$ cat src/design/scc_pkg.sv
// ----------------------------------------------------------------------------
// scc_pkg
// Shared types, defaults and register codes of the staged cooler controller.
// ----------------------------------------------------------------------------
package scc_pkg;

  // default build of the block
  localparam int COOLER_COUNT_DEF = 8;
  localparam int TIME_WIDTH_DEF   = 32;

  // configuration port
  localparam int CFG_INDEX_W = 3;
  localparam int CFG_DATA_W  = 32;

  // register indexes
  localparam logic [CFG_INDEX_W-1:0] REG_BASE_TEMP  = 3'd0;
  localparam logic [CFG_INDEX_W-1:0] REG_LEVEL_STEP = 3'd1;
  localparam logic [CFG_INDEX_W-1:0] REG_HYSTERESIS = 3'd2;
  localparam logic [CFG_INDEX_W-1:0] REG_ALARM_TEMP = 3'd3;
  localparam logic [CFG_INDEX_W-1:0] REG_ARM_TEMP   = 3'd4;
  localparam logic [CFG_INDEX_W-1:0] REG_IDLE_LIMIT = 3'd5;
  localparam logic [CFG_INDEX_W-1:0] REG_PURGE_SPAN = 3'd6;

  // register reset values
  localparam logic signed [11:0] BASE_TEMP_RST  = 12'sd288;
  localparam logic [7:0]         LEVEL_STEP_RST = 8'd4;
  localparam logic [7:0]         HYSTERESIS_RST = 8'd2;
  localparam logic signed [11:0] ALARM_TEMP_RST = 12'sd384;
  localparam logic signed [11:0] ARM_TEMP_RST   = 12'sd304;
  localparam logic [31:0]        IDLE_LIMIT_RST = 32'd300000;
  localparam logic [31:0]        PURGE_SPAN_RST = 32'd10000;

  // commands from the controller to the datapath
  typedef struct packed {
    logic load;      // capture the incoming word
    logic level_en;  // arm, alarm and level update
    logic scan_en;   // drive one cooler and weigh its idle time
    logic purge_en;  // start or end a purge
    logic out_load;  // move the finished result into the output register
  } scc_cmd_t;

  // status from the datapath to the controller
  typedef struct packed {
    logic out_free;  // output register can take a result this cycle
  } scc_status_t;

endpackage

$ cat src/design/scc_if.sv
// ----------------------------------------------------------------------------
// scc_if
// Tick and result channels of the staged cooler controller.
// ----------------------------------------------------------------------------
interface scc_tick_if;
  logic               valid;
  logic               ready;
  logic signed [11:0] temperature;
  logic [31:0]        time_ms;

  modport source (output valid, output temperature, output time_ms, input ready);
  modport sink   (input valid, input temperature, input time_ms, output ready);
endinterface

interface scc_result_if;
  logic       valid;
  logic       ready;
  logic [7:0] cooler_on_mask;
  logic [3:0] cooling_level;
  logic       alarm_armed;
  logic       alarm_pin;
  logic       purge_active;
  logic [2:0] purge_index;

  modport source (output valid, output cooler_on_mask, output cooling_level,
                  output alarm_armed, output alarm_pin, output purge_active,
                  output purge_index, input ready);
  modport sink   (input valid, input cooler_on_mask, input cooling_level,
                  input alarm_armed, input alarm_pin, input purge_active,
                  input purge_index, output ready);
endinterface

$ cat src/design/scc_datapath.sv
// ----------------------------------------------------------------------------
// scc_datapath
// Registers, level arithmetic, cooler drive, idle-time scan and purge logic.
// ----------------------------------------------------------------------------
module scc_datapath #(
  parameter int COOLER_COUNT = scc_pkg::COOLER_COUNT_DEF,
  parameter int TIME_WIDTH   = scc_pkg::TIME_WIDTH_DEF,
  localparam int IW = (COOLER_COUNT > 1) ? $clog2(COOLER_COUNT) : 1,
  localparam int SW = $clog2(COOLER_COUNT + 1)
) (
  input  logic                           clk,
  input  logic                           rst,
  // configuration writes
  input  logic                           cfg_we,
  input  logic [scc_pkg::CFG_INDEX_W-1:0] cfg_index,
  input  logic [scc_pkg::CFG_DATA_W-1:0]  cfg_data,
  // incoming word
  input  logic signed [11:0]             temperature,
  input  logic [31:0]                    time_ms,
  // control
  input  scc_pkg::scc_cmd_t              cmd,
  input  logic [IW-1:0]                  scan_idx,
  output scc_pkg::scc_status_t           status,
  // result register
  input  logic                           res_ready,
  output logic                           res_valid,
  output logic [7:0]                     cooler_on_mask,
  output logic [3:0]                     cooling_level,
  output logic                           alarm_armed,
  output logic                           alarm_pin,
  output logic                           purge_active,
  output logic [2:0]                     purge_index
);

  localparam int CW  = (TIME_WIDTH > 32) ? TIME_WIDTH : 32;
  localparam int LTW = SW + 10;
  localparam logic [SW-1:0] NO_PURGE = SW'(COOLER_COUNT);

  // configuration registers
  logic signed [11:0] base_temp;
  logic [7:0]         level_step;
  logic [7:0]         hysteresis;
  logic signed [11:0] alarm_temp;
  logic signed [11:0] arm_temp;
  logic [31:0]        idle_limit;
  logic [31:0]        purge_span;

  // block state
  logic [SW-1:0]           level;
  logic [SW-1:0]           purge_slot;
  logic                    armed;
  logic                    alarm_level;
  logic                    blink;
  logic [COOLER_COUNT-1:0] cooler;
  logic [TIME_WIDTH-1:0]   last_on [COOLER_COUNT];

  // per-tick working registers
  logic signed [11:0]    temp;
  logic [TIME_WIDTH-1:0] now;
  logic [TIME_WIDTH-1:0] best;
  logic [IW-1:0]         oldest;

  // combinational values
  logic [SW+7:0]         prod;
  logic signed [LTW-1:0] level_temp;
  logic signed [LTW-1:0] raise_temp;
  logic signed [LTW-1:0] temp_x;
  logic                  armed_next;
  logic [IW-1:0]         slot_idx;
  logic [IW-1:0]         rd_idx;
  logic [TIME_WIDTH-1:0] elapsed_raw;
  logic [TIME_WIDTH-1:0] elapsed;
  logic                  driven;
  logic                  level_on;

  // configuration register file
  always_ff @(posedge clk) begin
    if (rst) begin
      base_temp  <= scc_pkg::BASE_TEMP_RST;
      level_step <= scc_pkg::LEVEL_STEP_RST;
      hysteresis <= scc_pkg::HYSTERESIS_RST;
      alarm_temp <= scc_pkg::ALARM_TEMP_RST;
      arm_temp   <= scc_pkg::ARM_TEMP_RST;
      idle_limit <= scc_pkg::IDLE_LIMIT_RST;
      purge_span <= scc_pkg::PURGE_SPAN_RST;
    end else if (cfg_we) begin
      case (cfg_index)
        scc_pkg::REG_BASE_TEMP:  base_temp  <= signed'(cfg_data[11:0]);
        scc_pkg::REG_LEVEL_STEP: level_step <= cfg_data[7:0];
        scc_pkg::REG_HYSTERESIS: hysteresis <= cfg_data[7:0];
        scc_pkg::REG_ALARM_TEMP: alarm_temp <= signed'(cfg_data[11:0]);
        scc_pkg::REG_ARM_TEMP:   arm_temp   <= signed'(cfg_data[11:0]);
        scc_pkg::REG_IDLE_LIMIT: idle_limit <= cfg_data;
        scc_pkg::REG_PURGE_SPAN: purge_span <= cfg_data;
        default: ;
      endcase
    end
  end

  // level thresholds: base + level * step, then the raise margin
  always_comb begin
    prod       = (SW+8)'(level) * (SW+8)'(level_step);
    level_temp = LTW'(base_temp) + signed'({2'b00, prod});
    raise_temp = level_temp + LTW'(signed'({1'b0, hysteresis}));
    temp_x     = LTW'(temp);
    armed_next = armed || (temp < arm_temp);
  end

  // one read address: scan index, or the purged cooler during the purge step
  assign slot_idx    = purge_slot[IW-1:0];
  assign rd_idx      = cmd.purge_en ? slot_idx : scan_idx;
  assign elapsed_raw = now - last_on[rd_idx];
  assign driven      = SW'(scan_idx) != purge_slot;
  assign level_on    = SW'(scan_idx) < level;
  // a cooler stamped in this step has zero idle time
  assign elapsed     = (driven && level_on) ? '0 : elapsed_raw;

  // tick capture
  always_ff @(posedge clk) begin
    if (cmd.load) begin
      temp <= temperature;
      now  <= TIME_WIDTH'(time_ms);
    end
  end

  // arm, alarm and staged level
  always_ff @(posedge clk) begin
    if (rst) begin
      level       <= '0;
      armed       <= 1'b0;
      alarm_level <= 1'b0;
      blink       <= 1'b0;
    end else if (cmd.level_en) begin
      armed <= armed_next;
      if (armed_next && (temp >= alarm_temp)) begin
        alarm_level <= blink;
      end
      blink <= ~blink;
      if (temp_x > raise_temp) begin
        if (level < NO_PURGE) begin
          level <= level + 1'b1;
        end
      end else if (temp_x < level_temp) begin
        if (level != '0) begin
          level <= level - 1'b1;
        end
      end
    end
  end

  // longest idle time seen in the scan, lowest index on a tie
  always_ff @(posedge clk) begin
    if (cmd.scan_en) begin
      if ((scan_idx == '0) || (elapsed > best)) begin
        best   <= elapsed;
        oldest <= scan_idx;
      end
    end
  end

  // cooler drive, stamps and purge rotation
  always_ff @(posedge clk) begin
    if (rst) begin
      cooler     <= '0;
      purge_slot <= NO_PURGE;
      for (int i = 0; i < COOLER_COUNT; i++) begin
        last_on[i] <= '0;
      end
    end else if (cmd.scan_en) begin
      if (driven) begin
        cooler[scan_idx] <= level_on;
        if (level_on) begin
          last_on[scan_idx] <= now;
        end
      end
    end else if (cmd.purge_en) begin
      if (purge_slot == NO_PURGE) begin
        if (CW'(best) > CW'(idle_limit)) begin
          purge_slot      <= SW'(oldest);
          last_on[oldest] <= now;
          cooler[oldest]  <= 1'b1;
        end
      end else if (CW'(elapsed_raw) >= CW'(purge_span)) begin
        last_on[slot_idx] <= now;
        cooler[slot_idx]  <= 1'b0;
        purge_slot        <= NO_PURGE;
      end
    end
  end

  // output register
  always_ff @(posedge clk) begin
    if (rst) begin
      res_valid <= 1'b0;
    end else if (cmd.out_load) begin
      res_valid <= 1'b1;
    end else if (res_ready) begin
      res_valid <= 1'b0;
    end
  end

  always_ff @(posedge clk) begin
    if (cmd.out_load) begin
      cooler_on_mask <= 8'(cooler);
      cooling_level  <= 4'(level);
      alarm_armed    <= armed;
      alarm_pin      <= alarm_level;
      purge_active   <= purge_slot != NO_PURGE;
      purge_index    <= (purge_slot != NO_PURGE) ? 3'(purge_slot) : 3'd0;
    end
  end

  assign status.out_free = !res_valid || res_ready;

endmodule

$ cat src/design/scc_ctrl.sv
// ----------------------------------------------------------------------------
// scc_ctrl
// Tick sequencer: capture, level update, cooler scan, purge, result hand-off.
// ----------------------------------------------------------------------------
module scc_ctrl #(
  parameter int COOLER_COUNT = scc_pkg::COOLER_COUNT_DEF,
  localparam int IW = (COOLER_COUNT > 1) ? $clog2(COOLER_COUNT) : 1
) (
  input  logic                 clk,
  input  logic                 rst,
  input  logic                 tick_valid,
  output logic                 tick_ready,
  input  scc_pkg::scc_status_t status,
  output scc_pkg::scc_cmd_t    cmd,
  output logic [IW-1:0]        scan_idx
);

  typedef enum logic [4:0] {
    S_IDLE  = 5'b00001,
    S_LEVEL = 5'b00010,
    S_SCAN  = 5'b00100,
    S_PURGE = 5'b01000,
    S_DONE  = 5'b10000
  } state_t;

  localparam logic [IW-1:0] LAST_IDX = IW'(COOLER_COUNT - 1);

  state_t        state;
  state_t        state_next;
  logic [IW-1:0] scan_idx_next;

  // next state and commands
  always_comb begin
    state_next    = state;
    scan_idx_next = scan_idx;
    cmd           = '0;
    tick_ready    = 1'b0;
    case (state)
      S_IDLE: begin
        tick_ready = 1'b1;
        if (tick_valid) begin
          cmd.load   = 1'b1;
          state_next = S_LEVEL;
        end
      end
      S_LEVEL: begin
        cmd.level_en  = 1'b1;
        scan_idx_next = '0;
        state_next    = S_SCAN;
      end
      S_SCAN: begin
        cmd.scan_en = 1'b1;
        if (scan_idx == LAST_IDX) begin
          state_next = S_PURGE;
        end else begin
          scan_idx_next = scan_idx + 1'b1;
        end
      end
      S_PURGE: begin
        cmd.purge_en = 1'b1;
        state_next   = S_DONE;
      end
      S_DONE: begin
        if (status.out_free) begin
          cmd.out_load = 1'b1;
          state_next   = S_IDLE;
        end
      end
      default: begin
        state_next = S_IDLE;
      end
    endcase
  end

  // state register
  always_ff @(posedge clk) begin
    if (rst) begin
      state    <= S_IDLE;
      scan_idx <= '0;
    end else begin
      state    <= state_next;
      scan_idx <= scan_idx_next;
    end
  end

endmodule

$ cat src/design/staged_cooler_controller_with_purge_unit.sv
// ----------------------------------------------------------------------------
// staged_cooler_controller_with_purge_unit
// Staged cooler controller with purge rotation and a blinking alarm.
// ----------------------------------------------------------------------------
// Each tick word (temperature in 1/16 degree, millisecond time) yields one
// result word. A tick occupies the sequencer through a capture step in which it
// is accepted, a level step, a scan step for each cooler while the sequencer
// walks the last-on stamps through a single read port, a purge step and a
// hand-off step. The result is loaded into the output register at the end of
// the hand-off step, and the next tick can be accepted in the cycle after that.
// A result still waiting in the output register holds the following tick at
// its hand-off step until the register frees. Configuration is written through
// cfg_we/cfg_index/cfg_data while no tick is in flight; no clearing pass is
// needed after reset.
module staged_cooler_controller_with_purge_unit #(
  parameter int COOLER_COUNT = scc_pkg::COOLER_COUNT_DEF,
  parameter int TIME_WIDTH   = scc_pkg::TIME_WIDTH_DEF
) (
  input  logic                            clk,
  input  logic                            rst,
  input  logic                            cfg_we,
  input  logic [scc_pkg::CFG_INDEX_W-1:0] cfg_index,
  input  logic [scc_pkg::CFG_DATA_W-1:0]  cfg_data,
  scc_tick_if.sink                        tick,
  scc_result_if.source                    result
);

  localparam int IW = (COOLER_COUNT > 1) ? $clog2(COOLER_COUNT) : 1;

  scc_pkg::scc_cmd_t    cmd;
  scc_pkg::scc_status_t status;
  logic [IW-1:0]        scan_idx;

  // sequencer
  scc_ctrl #(
    .COOLER_COUNT (COOLER_COUNT)
  ) u_ctrl (
    .clk        (clk),
    .rst        (rst),
    .tick_valid (tick.valid),
    .tick_ready (tick.ready),
    .status     (status),
    .cmd        (cmd),
    .scan_idx   (scan_idx)
  );

  // datapath
  scc_datapath #(
    .COOLER_COUNT (COOLER_COUNT),
    .TIME_WIDTH   (TIME_WIDTH)
  ) u_dp (
    .clk            (clk),
    .rst            (rst),
    .cfg_we         (cfg_we),
    .cfg_index      (cfg_index),
    .cfg_data       (cfg_data),
    .temperature    (tick.temperature),
    .time_ms        (tick.time_ms),
    .cmd            (cmd),
    .scan_idx       (scan_idx),
    .status         (status),
    .res_ready      (result.ready),
    .res_valid      (result.valid),
    .cooler_on_mask (result.cooler_on_mask),
    .cooling_level  (result.cooling_level),
    .alarm_armed    (result.alarm_armed),
    .alarm_pin      (result.alarm_pin),
    .purge_active   (result.purge_active),
    .purge_index    (result.purge_index)
  );

endmodule

$ cat src/flat_wrapper.sv
// flat-port wrapper written by rule: the top's interface ports become plain ports
module staged_cooler_controller_with_purge_unit_flat 
#(
  parameter int COOLER_COUNT = scc_pkg::COOLER_COUNT_DEF,
  parameter int TIME_WIDTH   = scc_pkg::TIME_WIDTH_DEF
)
  (clk, rst, cfg_we, cfg_index, cfg_data, tick_valid, tick_temperature, tick_time_ms, tick_ready, result_valid, result_cooler_on_mask, result_cooling_level, result_alarm_armed, result_alarm_pin, result_purge_active, result_purge_index, result_ready);
  scc_tick_if tick_i ();
  scc_result_if result_i ();
  input  logic clk;
  input  logic rst;
  input  logic cfg_we;
  input  logic [scc_pkg::CFG_INDEX_W-1:0] cfg_index;
  input  logic [scc_pkg::CFG_DATA_W-1:0] cfg_data;
  input wire logic [$bits(tick_i.valid)-1:0] tick_valid;
  input wire logic [$bits(tick_i.temperature)-1:0] tick_temperature;
  input wire logic [$bits(tick_i.time_ms)-1:0] tick_time_ms;
  output wire logic [$bits(tick_i.ready)-1:0] tick_ready;
  output wire logic [$bits(result_i.valid)-1:0] result_valid;
  output wire logic [$bits(result_i.cooler_on_mask)-1:0] result_cooler_on_mask;
  output wire logic [$bits(result_i.cooling_level)-1:0] result_cooling_level;
  output wire logic [$bits(result_i.alarm_armed)-1:0] result_alarm_armed;
  output wire logic [$bits(result_i.alarm_pin)-1:0] result_alarm_pin;
  output wire logic [$bits(result_i.purge_active)-1:0] result_purge_active;
  output wire logic [$bits(result_i.purge_index)-1:0] result_purge_index;
  input wire logic [$bits(result_i.ready)-1:0] result_ready;
  assign tick_i.valid = tick_valid;
  assign tick_i.temperature = tick_temperature;
  assign tick_i.time_ms = tick_time_ms;
  assign tick_ready = tick_i.ready;
  assign result_valid = result_i.valid;
  assign result_cooler_on_mask = result_i.cooler_on_mask;
  assign result_cooling_level = result_i.cooling_level;
  assign result_alarm_armed = result_i.alarm_armed;
  assign result_alarm_pin = result_i.alarm_pin;
  assign result_purge_active = result_i.purge_active;
  assign result_purge_index = result_i.purge_index;
  assign result_i.ready = result_ready;
  staged_cooler_controller_with_purge_unit #(.COOLER_COUNT(COOLER_COUNT), .TIME_WIDTH(TIME_WIDTH)) u_core (.clk(clk), .rst(rst), .cfg_we(cfg_we), .cfg_index(cfg_index), .cfg_data(cfg_data), .tick(tick_i), .result(result_i));
endmodule
$ cat config.mk
export PLATFORM = sky130hd
export DESIGN_NAME = staged_cooler_controller_with_purge_unit_flat
export DESIGN_NICKNAME = d
export VERILOG_FILES = /design/src/design/scc_pkg.sv /design/src/design/scc_if.sv /design/src/design/scc_datapath.sv /design/src/design/scc_ctrl.sv /design/src/design/staged_cooler_controller_with_purge_unit.sv /design/src/flat_wrapper.sv
export SDC_FILE = /design/constraint.sdc
export NUM_CORES = 1
export LEC_CHECK = 0
export BUFFER_PORTS_ARGS = -buffer_cell sky130_fd_sc_hd__buf_2
export CAP_MARGIN = 20
export CORE_MARGIN = 8
export CORE_UTILIZATION = 40
export CTS_CLUSTER_DIAMETER = 150
export DETAILED_ROUTE_END_ITERATION = 8
export GPL_TIMING_DRIVEN = 0
export PLACE_DENSITY = 0.61
export SLEW_MARGIN = 30
export SYNTH_ARGS = -nofsm -noshare
export SYNTH_HDL_FRONTEND = slang
export SYNTH_HIERARCHICAL = 1
export SYNTH_SLANG_ARGS = --single-unit
$ cat constraint.sdc
create_clock -name clk -period 19.05 [get_ports clk]
set_input_delay 3.81 -clock clk [delete_from_list [all_inputs] [get_ports clk]]
set_output_delay 3.81 -clock clk [all_outputs]
set_load 0.02 [all_outputs]
==> results.toml <==
[global_routing]
grt_usage_pct = 17.7
grt_max_degree = 34
grt_overflow_total = 0
grt_pass1_wl_um = 110000
grt_pass1_vias = 19800
grt_antenna_before_repair = 0

[power]
total_power_uw = 2620
ir_drop_mv = 0.0819
p_leak_uw = 0.0125
p_per_area_nw_per_um2 = 83.1

[drt]
ant_nets = 0
drt_first_pass_iters = 5
drc_errors = 0
wirelength_um = 71100
dr.first_iter.drc_count = 1272
dr_total_vias = 19293
viasPerCell = 5.28
wl_per_cell_um = 19.4

[sta]
hold_viol = 0
fmax_ghz = 0.0935
skew_ns = 0.0793
setup_viol = 0
final_period_minus_worst_setup_slack_ns = 10.70
slew-limit-headroom_pct = 35.5
final.period_utilization_pct = 56.2
rsz0062_at_grt = "no"
max_slew.worst_pin.slew_ns = 0.964
drv_slew = 0
setup_tns_ns = 0

[worst_setup_path]
max_stage_delay_ns = 0.72
worst_ep_required_time_ns = 19.41
critical_path.slowest_cell = "buf_1"
worst_setup_path_end_kind = "flop"
path_class = "flop to flop"
cp_max_fo = 18
start_kind = "flop"
cp_data_arrival_time_ns = 11.07

[floorplan]
die_width_um = 279
row_count = 96
start_util_pct = 40.5
ios = 104
core_um2 = 68600
die-area_um2 = 78100
fp.dieH_um = 279

[finish]
fillCellCount = 6273
diodes = 0
syn_to_final_growth_pct = 13.5
fin_area_um2 = 31500
drive_gt1_share_pct = 12.2
layoutNonFillerInstCount = 3657
nNetsFinal = 3002

[yosys]
yosysSeqAreaShare_pct = 48.6
synth-simple-area-share_pct = 16.6
synth_top_flop_cell = "edfxtp_1"
ys_warn_count = 6
synth_cell_type_count = 93
synth_top_family_by_area = "simple AND/OR/NAND/NOR gates"
yosys.area.top_type = "edfxtp_1"
synth_edf_count = 353
synth_xor_area_share_pct = 2.05
ys_ff_latch = 497
yosysMostFrequentCell = "edfxtp_1"
yosysTopAreaCellShare_pct = 38.2
synth_common_cells = "edfxtp_1 (353), and2_1 (278), nand2_1 (273), ha_1 (221), a21oi_1 (210)"
muxShareOfSynthArea_pct = 7.03
async_flop_share_pct = 0
syn_avg_cell_area_um2 = 11.0
synthAdderAreaFrac_pct = 11.1
synth_compound_area_share_pct = 10.1
synth_cells = 2513
synth_area_leaders = "edfxtp_1 (38%), dfxtp_1 (10%), ha_1 (10%), and2_1 (6.3%), mux4_2 (5.2%)"
syn_nets = 2834
netlist_area_um2 = 27700

[cts]
cts_hold_buf = 0
post_cts_resized = 0
clock_latency_ns = 0.66
clk_pin_slew_ns = 0.06
cts_root_buf = "clkbuf_16"
clock-sinks = 497
numCtsBuffers = 56
clk_path_buf_depth = 3
cts_tree = "done"
htree_levels = 2
cts_setup_buffers = 0

[placed_design]
dp_hpwl_um = 52800
dp_cells = 3553
routabilityCongestion = 0.876
numPortBuffers = 101
placed_area_um2 = 29600

[status]
outcome = "finished clean"

[flow_run]
cap_violations = 0

[hold_path]
min_path_type = "flop to flop"
path summary, 6_finish.rpt:
kind,start,to,slack [ns],cells after the start
min reg2reg,u_core/u_dp/cooler[4],u_core/u_dp/cooler_on_mask[4],0.43,0
max,u_core/u_ctrl/state[0],u_core/u_dp/last_on[5][27],8.35,31
max reg2reg,u_core/u_ctrl/state[0],u_core/u_dp/last_on[5][27],8.35,31
min,u_core/u_dp/cooler[4],u_core/u_dp/cooler_on_mask[4],0.43,0
critical path, delay by kind of cell (launching register included):
| kind | cells | cell delay, ns |
|---|---|---|
| compound gates | 11 | 3.38 |
| xor+xnor | 1 | 0.11 |
| fa+ha+maj | 2 | 0.49 |
| buf+inv | 6 | 2.20 |
| flops | 1 | 0.37 |
| mux | 3 | 1.20 |
| simple gates | 8 | 2.61 |
report_power, final:
part | internal [uW] | total, uW | switching, uW
sequential | 1200 | 1220 | 27.9
combinational | 126 | 311 | 186
clock | 633 | 1080 | 449
total | 1950 | 2620 | 663
metal layers:
metal	vias to the layer above	track usage (%)	routed length (um)
met5	-	0	0
met2	468	31.2	35000
met4	0	6.04	2220
met3	127	2.42	3220
li1	9297	-	-
met1	9401	22.3	30600
flip-flops by register name (all words and copies together) (netlist names), 5 cells and up:
signal and count:
u_core/u_dp/last_on 256, u_core/u_dp/best 32, u_core/u_dp/idle_limit 32, u_core/u_dp/now 32, u_core/u_dp/purge_span 32, u_core/u_dp/alarm_temp 12, u_core/u_dp/arm_temp 12, u_core/u_dp/base_temp 12
u_core/u_dp/temp 12, u_core/u_dp/cooler 8, u_core/u_dp/cooler_on_mask 8, u_core/u_dp/hysteresis 8, u_core/u_dp/level_step 8, u_core/u_ctrl/state 5
kinds of logic after synthesis:
kind of cell / count (synthesis)
xor+xnor: 65
fa+ha+maj: 237
compound gates: 447
flops: 497
simple gates: 859
buf+inv: 298
mux: 110
area by class of cell:
class	count	area [um2]	area share (%)
clock inverter	31	380	1.21
inverter	197	739	2.35
sequential	497	13500	42.8
timing repair buffer	110	669	2.13
multi-input combinational	1718	13100	41.4
clock buffer	72	1480	4.70
tap	931	1160	3.70
buffer	101	522	1.66
through the flow:
stage	setup WS (ns)	utilization (%)	hold slack, ns
floorplan	10.80	-	0.408
global placement	7.73	42.9	0.427
detailed placement	8.29	43.2	0.422
CTS	8.20	45.9	0.424
global route	7.72	45.9	0.443
finish	8.35	45.9	0.431
placed cells by master, fill, tap and decap left out, types with 9 or more instances in the layout:
master       n
nand3_1     32
nor2_1      76
inv_1      194
nor4_1      18
o21ai_0     54
a21oi_1    209
a21o_1      47
clkbuf_1    83
dfxtp_1    144
and2_1     277
clkbuf_16   56
buf_6       18
edfxtp_1   353
ha_1       221
fa_1        16
o21a_1      17
nor2b_1     55
o211ai_1    28
xnor2_1     40
nand4_1     27
o21bai_1    11
nor3_1      21
nand2_1    273
buf_2      110
mux4_2      64
xor2_1      25
a31oi_1      9
mux2i_1     35
nand2b_1    19
clkinv_1    14
(Power assumes the default switching activity.)
